--- src/rtl/assert_macros.svh ---
// Assertion macros used by the deframer top level.
`ifndef ASSERT_MACROS_SVH
`define ASSERT_MACROS_SVH

// Checks that a condition implies a consequence in the same cycle.
`define MLMD_ASSERT_IMP(lbl, ante, cons) \
  lbl: assert property (@(posedge clk) disable iff (!rst_n) (ante) |-> (cons)) \
    else $error("deframer check failed");

// Checks that a condition implies a consequence in the following cycle.
`define MLMD_ASSERT_NXT(lbl, ante, cons) \
  lbl: assert property (@(posedge clk) disable iff (!rst_n) (ante) |=> (cons)) \
    else $error("deframer check failed");

`endif

--- src/rtl/mlmd_pkg.sv ---
// Types and constants for the magic and length message deframer.
package mlmd_pkg;

  localparam int unsigned HDR_BYTES = 12;
  localparam logic [31:0] LIMIT_RST = 32'd4096;

  localparam int unsigned ADDR_W = 4;

  typedef enum logic [1:0] {
    EV_BODY    = 2'd0,
    EV_EMPTY   = 2'd1,
    EV_CORRUPT = 2'd2
  } ev_kind_t;

  typedef enum logic [1:0] {
    REG_MAGIC = 2'd0,
    REG_LINK  = 2'd1,
    REG_LIMIT = 2'd2
  } reg_idx_t;

  typedef struct packed {
    logic [31:0] magic;
    logic        link;
    logic [32:0] thresh;
  } cfg_t;

  typedef struct packed {
    ev_kind_t    kind;
    logic [7:0]  body_byte;
    logic [31:0] msg_type;
    logic        last;
  } res_t;

endpackage

--- src/rtl/magic_length_message_deframer.sv ---
// Top level of the magic and length message deframer.
// The block takes one stream byte per cycle, unless out_stall holds it, and
// emits at most one event per byte: a body byte with its message type, an
// empty-message event or a corrupt-header event. A byte is held in an input
// register, parsed combinationally and its event lands in a result register,
// from which it is presented on the result port. Back pressure on out_stall
// holds the result register and, while the input register also holds a byte,
// stalls the input in the same cycle. Register writes take effect at the next
// completed header and are meant to be made while the stream is idle.
`include "assert_macros.svh"

module magic_length_message_deframer (
  input  logic                       clk,
  input  logic                       rst_n,
  input  logic                       in_valid,
  output logic                       in_stall,
  input  logic [7:0]                 in_byte,
  output logic                       out_valid,
  input  logic                       out_stall,
  output logic [1:0]                 out_event_kind,
  output logic [7:0]                 out_body_byte,
  output logic [31:0]                out_message_type,
  output logic                       out_last_byte,
  input  logic                       psel,
  input  logic                       penable,
  input  logic                       pwrite,
  input  logic [mlmd_pkg::ADDR_W-1:0] paddr,
  input  logic [31:0]                pwdata,
  output logic [31:0]                prdata,
  output logic                       pready
);
  import mlmd_pkg::*;

  cfg_t       cfg;
  res_t       res;
  res_t       out_r;
  logic       res_vld;
  logic       in_vld_r;
  logic [7:0] in_byte_r;
  logic       out_vld_r;
  logic       adv;
  logic       fire;

  mlmd_cfg_regs u_cfg (
    .clk     (clk),
    .rst_n   (rst_n),
    .psel    (psel),
    .penable (penable),
    .pwrite  (pwrite),
    .paddr   (paddr),
    .pwdata  (pwdata),
    .prdata  (prdata),
    .pready  (pready),
    .cfg     (cfg)
  );

  assign adv      = !out_vld_r || !out_stall;
  assign fire     = in_vld_r && adv;
  assign in_stall = in_vld_r && !adv;

  mlmd_parser u_parser (
    .clk     (clk),
    .rst_n   (rst_n),
    .fire    (fire),
    .byte_in (in_byte_r),
    .cfg     (cfg),
    .res_vld (res_vld),
    .res     (res)
  );

  always_ff @(posedge clk) begin
    if (!rst_n) begin
      in_vld_r <= 1'b0;
    end else if (!in_stall) begin
      in_vld_r <= in_valid;
    end
  end

  always_ff @(posedge clk) begin
    if (in_valid && !in_stall) begin
      in_byte_r <= in_byte;
    end
  end

  always_ff @(posedge clk) begin
    if (!rst_n) begin
      out_vld_r <= 1'b0;
    end else if (adv) begin
      out_vld_r <= fire && res_vld;
    end
  end

  always_ff @(posedge clk) begin
    if (adv && fire && res_vld) begin
      out_r <= res;
    end
  end

  assign out_valid        = out_vld_r;
  assign out_event_kind   = out_r.kind;
  assign out_body_byte    = out_r.body_byte;
  assign out_message_type = out_r.msg_type;
  assign out_last_byte    = out_r.last;

  `MLMD_ASSERT_IMP(a_stall_src, in_stall, out_vld_r && out_stall)
  `MLMD_ASSERT_NXT(a_stall_hold, in_stall, out_vld_r)
  `MLMD_ASSERT_IMP(a_corrupt_clean, out_vld_r && (out_r.kind == EV_CORRUPT),
                   (out_r.msg_type == 32'd0) && !out_r.last)
  `MLMD_ASSERT_IMP(a_last_body, out_vld_r && out_r.last, out_r.kind == EV_BODY)

endmodule

--- src/rtl/mlmd_cfg_regs.sv ---
// Configuration register file with an APB-style access port.
module mlmd_cfg_regs (
  input  logic                       clk,
  input  logic                       rst_n,
  input  logic                       psel,
  input  logic                       penable,
  input  logic                       pwrite,
  input  logic [mlmd_pkg::ADDR_W-1:0] paddr,
  input  logic [31:0]                pwdata,
  output logic [31:0]                prdata,
  output logic                       pready,
  output mlmd_pkg::cfg_t             cfg
);
  import mlmd_pkg::*;

  logic [31:0] magic_r;
  logic        link_r;
  logic [31:0] limit_r;
  logic [32:0] thresh_r;
  logic        wr_en;
  reg_idx_t    idx;

  assign pready = 1'b1;
  assign wr_en  = psel && penable && pwrite;
  assign idx    = reg_idx_t'(paddr[3:2]);

  always_ff @(posedge clk) begin
    if (!rst_n) begin
      magic_r  <= '0;
      link_r   <= 1'b0;
      limit_r  <= LIMIT_RST;
      thresh_r <= {1'b0, LIMIT_RST} + 33'(HDR_BYTES);
    end else if (wr_en) begin
      unique case (idx)
        REG_MAGIC: magic_r <= pwdata;
        REG_LINK:  link_r  <= pwdata[0];
        REG_LIMIT: begin
          limit_r  <= pwdata;
          thresh_r <= {1'b0, pwdata} + 33'(HDR_BYTES);
        end
        default: ;
      endcase
    end
  end

  always_comb begin
    unique case (idx)
      REG_MAGIC: prdata = magic_r;
      REG_LINK:  prdata = {31'd0, link_r};
      REG_LIMIT: prdata = limit_r;
      default:   prdata = '0;
    endcase
  end

  // The threshold is the limit plus the header size, so that the body check
  // compares the total length directly.
  assign cfg.magic  = magic_r;
  assign cfg.link   = link_r;
  assign cfg.thresh = thresh_r;

endmodule

--- src/rtl/mlmd_parser.sv ---
// Header and body parser that turns one byte into at most one event.
module mlmd_parser (
  input  logic           clk,
  input  logic           rst_n,
  input  logic           fire,
  input  logic [7:0]     byte_in,
  input  mlmd_pkg::cfg_t cfg,
  output logic           res_vld,
  output mlmd_pkg::res_t res
);
  import mlmd_pkg::*;

  logic        in_header_r, in_header_nxt;
  logic [31:0] bytes_left_r, bytes_left_nxt;
  logic [95:0] hdr_r, hdr_nxt;
  logic [95:0] shifted;
  logic [31:0] len;
  logic        len_short;
  logic        too_big;
  logic        last;

  assign shifted   = {hdr_r[87:0], byte_in};
  assign len       = shifted[63:32];
  assign len_short = (len <= 32'(HDR_BYTES));
  assign too_big   = !cfg.link && ({1'b0, len} >= cfg.thresh);
  assign last      = (bytes_left_r <= 32'd1);

  always_comb begin
    in_header_nxt  = in_header_r;
    bytes_left_nxt = bytes_left_r;
    hdr_nxt        = hdr_r;
    res_vld        = 1'b0;
    res.kind       = EV_BODY;
    res.body_byte  = 8'd0;
    res.msg_type   = 32'd0;
    res.last       = 1'b0;
    if (in_header_r) begin
      hdr_nxt = shifted;
      if (bytes_left_r > 32'd1) begin
        bytes_left_nxt = bytes_left_r - 32'd1;
      end else if (shifted[95:64] != cfg.magic) begin
        res_vld        = 1'b1;
        res.kind       = EV_CORRUPT;
        bytes_left_nxt = 32'(HDR_BYTES);
        hdr_nxt        = '0;
      end else if (len_short || too_big) begin
        res_vld        = 1'b1;
        res.kind       = EV_EMPTY;
        res.msg_type   = shifted[31:0];
        bytes_left_nxt = 32'(HDR_BYTES);
        hdr_nxt        = '0;
      end else begin
        in_header_nxt  = 1'b0;
        bytes_left_nxt = len - 32'(HDR_BYTES);
      end
    end else begin
      res_vld       = 1'b1;
      res.kind      = EV_BODY;
      res.body_byte = byte_in;
      res.msg_type  = hdr_r[31:0];
      res.last      = last;
      if (last) begin
        in_header_nxt  = 1'b1;
        bytes_left_nxt = 32'(HDR_BYTES);
        hdr_nxt        = '0;
      end else begin
        bytes_left_nxt = bytes_left_r - 32'd1;
      end
    end
  end

  always_ff @(posedge clk) begin
    if (!rst_n) begin
      in_header_r  <= 1'b1;
      bytes_left_r <= 32'(HDR_BYTES);
      hdr_r        <= '0;
    end else if (fire) begin
      in_header_r  <= in_header_nxt;
      bytes_left_r <= bytes_left_nxt;
      hdr_r        <= hdr_nxt;
    end
  end

endmodule

--- config.mk ---
export PLATFORM = sky130hd
export DESIGN_NAME = magic_length_message_deframer
export DESIGN_NICKNAME = d
export VERILOG_FILES = /design/src/rtl/mlmd_pkg.sv /design/src/rtl/magic_length_message_deframer.sv /design/src/rtl/mlmd_cfg_regs.sv /design/src/rtl/mlmd_parser.sv
export VERILOG_INCLUDE_DIRS = /design/src /design/src/rtl
export SDC_FILE = /design/constraint.sdc
export NUM_CORES = 1
export LEC_CHECK = 0
export ABC_CLOCK_PERIOD_IN_PS = 5700
export BUFFER_PORTS_ARGS = -buffer_cell sky130_fd_sc_hd__buf_2
export CAP_MARGIN = 20
export CORE_UTILIZATION = 36
export CTS_CLUSTER_SIZE = 40
export DETAILED_ROUTE_END_ITERATION = 12
export PLACE_DENSITY = 0.65
export SYNTH_ARGS = -nofsm -noshare
export SYNTH_HDL_FRONTEND = slang
export SYNTH_SLANG_ARGS = --single-unit
export TNS_END_PERCENT = 30
--- constraint.sdc ---
create_clock -name clk -period 5.7 [get_ports clk]
set_clock_uncertainty 0.1 [all_clocks]
set_input_delay 0.57 -clock clk [delete_from_list [all_inputs] [get_ports clk]]
set_output_delay 0.57 -clock clk [all_outputs]
set_load 0.1 [all_outputs]
* After elaboration in Yosys (flattened, before gate mapping)
Cells that the tools add are included.
Word-level totals: register bits after elaboration 272, input port bits 51, output and inout port bits 78, word-level logic and storage cells 74
Operators by class: add/sub/neg operators 3, $lt $le $gt $ge 4, eq/ne operators 3, mux-type cells 24, bitwise gates (word level) 1, reduce and logical (&&, ||, !) cells 24
Operator list (number):
- 88-bit 2-to-1 mux | 5
- 32-bit 2-to-1 mux | 9
- 32-bit case mux with 3 select lines | 1
- 32-bit by 4-bit adder with 33-bit output, second input constant | 1
- 32-bit by 33-bit greater-or-equal comparator with 1-bit output | 1
- 32-bit by 1-bit > comparator with 1-bit output, second input constant | 1
- 32-bit by 1-bit less-or-equal comparator with 1-bit output, second input constant | 1
- 32-bit by 4-bit less-or-equal comparator with 1-bit output, second input constant | 1
- 32-bit != test | 1
- 32-bit by 1-bit subtractor with 32-bit output, second input constant | 1
- 32-bit by 4-bit subtractor with 32-bit output, second input constant | 1
- 1-bit logical AND | 9
- 1-bit 2-to-1 mux | 8
- 2-bit AND reduction | 4
- 1-bit logical NOT | 5
- 3-bit OR reduction | 1
- 2-bit by 1-bit == test with 1-bit output, second input constant | 1
- 2-bit == test, second input constant | 1
- 2-bit logical NOT | 1
- 1-bit logical OR | 2
- 2-bit 2-to-1 mux | 1
- 2-bit nonzero test | 1
- 2-bit OR reduction | 1
- 1-bit inverter | 1

* Logic depth before layout (Yosys ltp)
word-level depth 8, gate-level depth with buffers 12, gate-level depth less buffers 9

* By module
Synthesis repeated with hierarchy kept, for this count alone.
Unflattened totals: cell total of the unflattened synthesis 1591, area total of the unflattened synthesis 13551.7 um2
Modules (own cells, without submodules):
- mlmd_parser | times used 1, cells each 942, area an instance 7399.6 um2, seq. area each 2422.3 um2
- mlmd_cfg_regs | times used 1, cells each 588, area an instance 4529.3 um2, seq. area each 1921.8 um2
- magic_length_message_deframer | times used 1, cells each 61, area an instance 1622.8 um2, seq. area each 1571.5 um2

* Worst setup path after synthesis
OpenSTA, ideal clock, no wires.
path kind register to register, from reg u_parser.hdr_r[42], to reg out_r (netlist bit out_body_byte[0]), enable pin, setup time 0.497 ns, arrival time 4.710 ns, required time 5.103 ns, setup slack 0.393 ns, stages on the path, launching flop included 7, buffers on the path 0, clock period less this slack 5.307 ns, path through dfxtp_1 or3_1 or3_1 or4_4 nor2_4 nor4_2 nor3_1
Between the ends: cells in the longest elaborated chain, start to end 8, elaborated cells between the ends (all ways) 9, those cells by class order compare (2); mux (4); reduce/logical (3)
Ends and longest elaborated chain:
- start, declared | RTL line mlmd_parser.sv:15 | logic [95:0] hdr_r, hdr_nxt;
- start signal, assigned | RTL line mlmd_parser.sv:80 | hdr_r <= hdr_nxt;
- 32-bit by 33-bit greater-or-equal comparator with 1-bit output | RTL line mlmd_parser.sv:25 | assign too_big = !cfg.link && ({1'b0, len} >= cfg.thresh);
- 1-bit logical AND | RTL line mlmd_parser.sv:25
- 1-bit logical OR (*) | RTL line mlmd_parser.sv:46 | end else if (len_short || too_big) begin
- 1-bit 2-to-1 mux (*) | RTL line mlmd_parser.sv:46
- 1-bit 2-to-1 mux (*) | RTL line mlmd_parser.sv:41 | end else if (shifted[95:64] != cfg.magic) begin
- 1-bit 2-to-1 mux (*) | RTL line mlmd_parser.sv:39 | if (bytes_left_r > 32'd1) begin
- 1-bit 2-to-1 mux (*) | RTL line mlmd_parser.sv:37 | if (in_header_r) begin
- 1-bit logical AND (*) | RTL line magic_length_message_deframer.sv:94 | if (adv && fire && res_vld) begin
- end signal, assigned | RTL line magic_length_message_deframer.sv:95 | out_r <= res;
- end, declared | RTL line magic_length_message_deframer.sv:36 | res_t out_r;
Every way passes the cells marked *; elsewhere a longest branch is shown, timed or not. A chain may end at the register's enable or synchronous reset.

==> results.json <==
{
  "power.clock.fraction_pct": 48.3,
  "p_per_area_nw_per_um2": 295,
  "syn2layout_area_growth_pct": 16.5,
  "rows": 67,
  "pre_cts_slack_ns": 2.07,
  "final_hold_viol_count": 0,
  "synth_ff_type": "dfxtp_1",
  "antenna_found_initial": 0,
  "die_w_um": 188,
  "path_max_fanout": 21,
  "fin_crit_ns": 3.62,
  "max_clock_freq_mhz": 277,
  "cts_buffers": 30,
  "ff_latch_area_um2": 5920,
  "max_stage_delay_ns": 0.77,
  "synth_nets": 1437,
  "diodes": 0,
  "synth_seq_cells": 270,
  "grt.total_usage_pct": 18.3,
  "ys_async_sr_fraction_pct": 0,
  "grt-ovfl-total": 0,
  "drive_above_1_share_pct": 14.6,
  "power_frac_comb_pct": 5.5,
  "cpMostUsedCell": "nor3_1",
  "tightest_slew_ns": 1.12,
  "cts_tree": "yes",
  "drv_cap": 0,
  "dp_cells": 1851,
  "syn_inst": 1350,
  "path_buf_inv": 1,
  "r2r-end": "out_message_type[27]",
  "crit_cells": 9,
  "die_y_um": 188,
  "clk_pin_slew_ns": 0.06,
  "path_class": "reg2reg",
  "gp_congestion": 0.850,
  "ios": 129,
  "switching_share_pct": 22.9,
  "crit_chain": "ha_1 -> nand4_1 -> nor3_1 -> o311ai_0 -> a211oi_1 -> nor3_1 -> nor3_4 -> buf_4 -> a22o_1",
  "fill_cells": 3329,
  "drc": 0,
  "grt_start_max_net_pins": 93,
  "slew-limit-headroom_pct": 25.2,
  "drtPass1Iterations": 4,
  "ys_types": 62,
  "ant_nets": 0,
  "clock_latency_ns": 0.56,
  "synthesis.area_um2": 12500,
  "rsz0062_at_grt": "no",
  "critical-path-top-delay-family": "simple AND/OR/NAND/NOR gates",
  "drt_iter0_drc": 642,
  "io_buffers": 125,
  "multi_input_area_um2": 6080,
  "wl_per_cell_um": 17.3,
  "clk_path_buf_depth": 3,
  "reg2reg_from": "u_parser.hdr_r[40]",
  "yosysSeqAreaShare_pct": 47.3,
  "dr_total_vias": 10200,
  "leakage_nw": 5.56,
  "cts_hold_buf": 0,
  "slowest_stage": "nor3_4",
  "maxSlewViolCount": 0,
  "arrival_ns": 3.93,
  "routed_wl_mm": 33.0,
  "status": "finished clean",
  "dp_hpwl_mm": 22.9,
  "endpoint": "out_message_type[27]",
  "cts_sinks": 270,
  "synth_edf_count": 51,
  "crit_required_ns": 6.01,
  "synth.yosys.warnings": 0,
  "rr_worst_depth": 9,
  "end_kind": "flip-flop",
  "postCtsSetupRepairBufs": 0,
  "ir_drop_mv": 0.224,
  "setup_violations": 0,
  "setup.worst_path.start_class": "flip-flop",
  "power_frac_seq_pct": 46.2,
  "r2r_setup_slack_ns": 2.08,
  "hold_class": "in2reg",
  "instances_no_fill": 1908,
  "cts.htree.levels": 1,
  "core_region_area_um2": 33900,
  "avgSynthCellArea_um2": 9.26,
  "fin_tns_setup_ns": 0,
  "grt_pass1_vias": 9565,
  "cts_resized": 0,
  "startpoint": "u_parser.hdr_r[40]",
  "p_sw_mw": 0.981,
  "intPower_mw": 3.31,
  "initial_core_util_pct": 36.9,
  "nets": 1523,
  "die-area_um2": 35500,
  "period_share_pct": 63.4,
  "clock-root-buffer": "clkbuf_16",
  "grt_pass1_wl_mm": 52.4,
  "drt-vias-per-instance": 5.36,
  "fin_ws_ns": 2.08
}
==> metal layers <==
| metal | track usage [%] | vias to the layer above | share of wire [%] |
|---|---|---|---|
| li1 | - | 5023 | - |
| met1 | 24.8 | 4845 | 46 |
| met2 | 29.7 | 305 | 46 |
| met3 | 3.26 | 51 | 5.9 |
| met4 | 4.93 | 0 | 2.3 |
| met5 | 0 | - | 0 |
==> cell type report <==
class,count,area share (%)
clock buffers,37,5.55
clock inverters,19,1.77
inverters,42,1.08
multi-input cells,950,41.8
flip-flops and latches,270,40.6
well taps,448,3.85
repair buffers,142,5.39
==> cells in the mapped netlist (all sizes together), types with 19 or more instances <==
cell | instances | area share (%)
ha | 36 | 3.6
nor2 | 89 | 2.7
xnor2 | 62 | 4.3
a22o | 120 | 8.4
a21oi | 101 | 4.0
xor2 | 24 | 1.7
nor4 | 21 | 1.2
mux2i | 33 | 2.6
a211oi | 19 | 1.1
nor3 | 32 | 1.3
o21ai | 72 | 2.9
nand2 | 184 | 5.5
inv | 41 | 1.2
clkbuf | 68 | 2.0
dfxtp | 219 | 35
edfxtp | 51 | 12
buf | 20 | 0.95
nand4 | 28 | 1.5
==> power by group through the flow <==
stage / Clock (mW) / Sequential, mW / Combinational (mW)
finish: 2.07 / 1.98 / 0.238
detailed placement: 0 / 2.02 / 0.235
global route: 2.18 / 1.98 / 0.259
floorplan: 0 / 2.03 / 0.153
CTS: 2.10 / 1.98 / 0.236
global placement: 0 / 2.02 / 0.231
==> cell families (layout without fill, tap and decap cells) <==
kind of cell	count (synthesis)	after routing	share of synthesized area, %
buffers and inverters	130	240	4.25
AOI/OAI and AO/OA	350	350	18.8
DFF	270	270	47.3
and+or+nand+nor	439	439	16.9
muxes	38	38	3.09
xor gates and xnor gates	86	86	6.02
adders and majority gates	36	36	3.60
other	1	1	0.0300
==> sequential cells by signal, indices dropped and copies added (netlist names) <==
register / cells
out_last_byte: 1
u_cfg.magic_r: 32
in_vld_r: 1
u_cfg.thresh_r: 33
u_parser.bytes_left_r: 32
u_parser.in_header_r: 1
out_message_type: 32
in_byte_r: 8
u_parser.hdr_r: 88
u_cfg.limit_r: 30
out_body_byte: 8
u_cfg.link_r: 1
out_valid: 1
out_event_kind: 2
==> stage by stage <==
step	power, mW	area, um^2	hold slack [ns]	utilization, %
after floorplan	2.18	12500	0.332	-
after detailed placement	2.26	13500	0.346	39.8
after global placement	2.25	13500	0.341	39.8
after CTS	4.32	14500	0.0729	42.9
after global routing	4.42	14600	0.0836	43.0
final	4.29	14600	0.0881	43.0
==> layout by cell type, fill, tap and decap left out, types with 4 or more instances in the layout <==
| cell | instances |
|---|---|
| a211oi_1 | 19 |
| a21boi_0 | 4 |
| a21oi_1 | 101 |
| a22o_1 | 120 |
| a31oi_1 | 7 |
| and2_1 | 4 |
| and3_1 | 6 |
| buf_2 | 125 |
| buf_4 | 15 |
| bufinv_16 | 6 |
| clkbuf_1 | 5 |
| clkbuf_16 | 31 |
| clkinv_2 | 7 |
| dfxtp_1 | 219 |
| edfxtp_1 | 51 |
| ha_1 | 36 |
| inv_1 | 40 |
| mux2_2 | 5 |
| mux2i_1 | 33 |
| nand2_1 | 184 |
| nand3_1 | 14 |
| nand3b_1 | 4 |
| nand4_1 | 27 |
| nor2_1 | 87 |
| nor2b_1 | 18 |
| nor3_1 | 29 |
| nor4_1 | 19 |
| o21ai_0 | 71 |
| o31ai_1 | 4 |
| or3_1 | 13 |
| or4_1 | 11 |
| xnor2_1 | 62 |
| xor2_1 | 24 |
==> how the worst min path moves through the flow <==
stage                                   end               from  slack (ns)  cells after the start
final                          in_byte_r[3]         in_byte[3]        0.09                      1
after global routing           in_byte_r[7]         in_byte[7]        0.08                      1
after CTS                      in_byte_r[3]         in_byte[3]        0.07                      1
after detailed placement  u_cfg.thresh_r[4]  u_cfg.thresh_r[4]        0.35                      2
after global placement    u_cfg.limit_r[21]  u_cfg.limit_r[21]        0.34                      2
after floorplan           u_cfg.thresh_r[4]  u_cfg.thresh_r[4]        0.33                      2
Power figures use the tool's default switching activity.
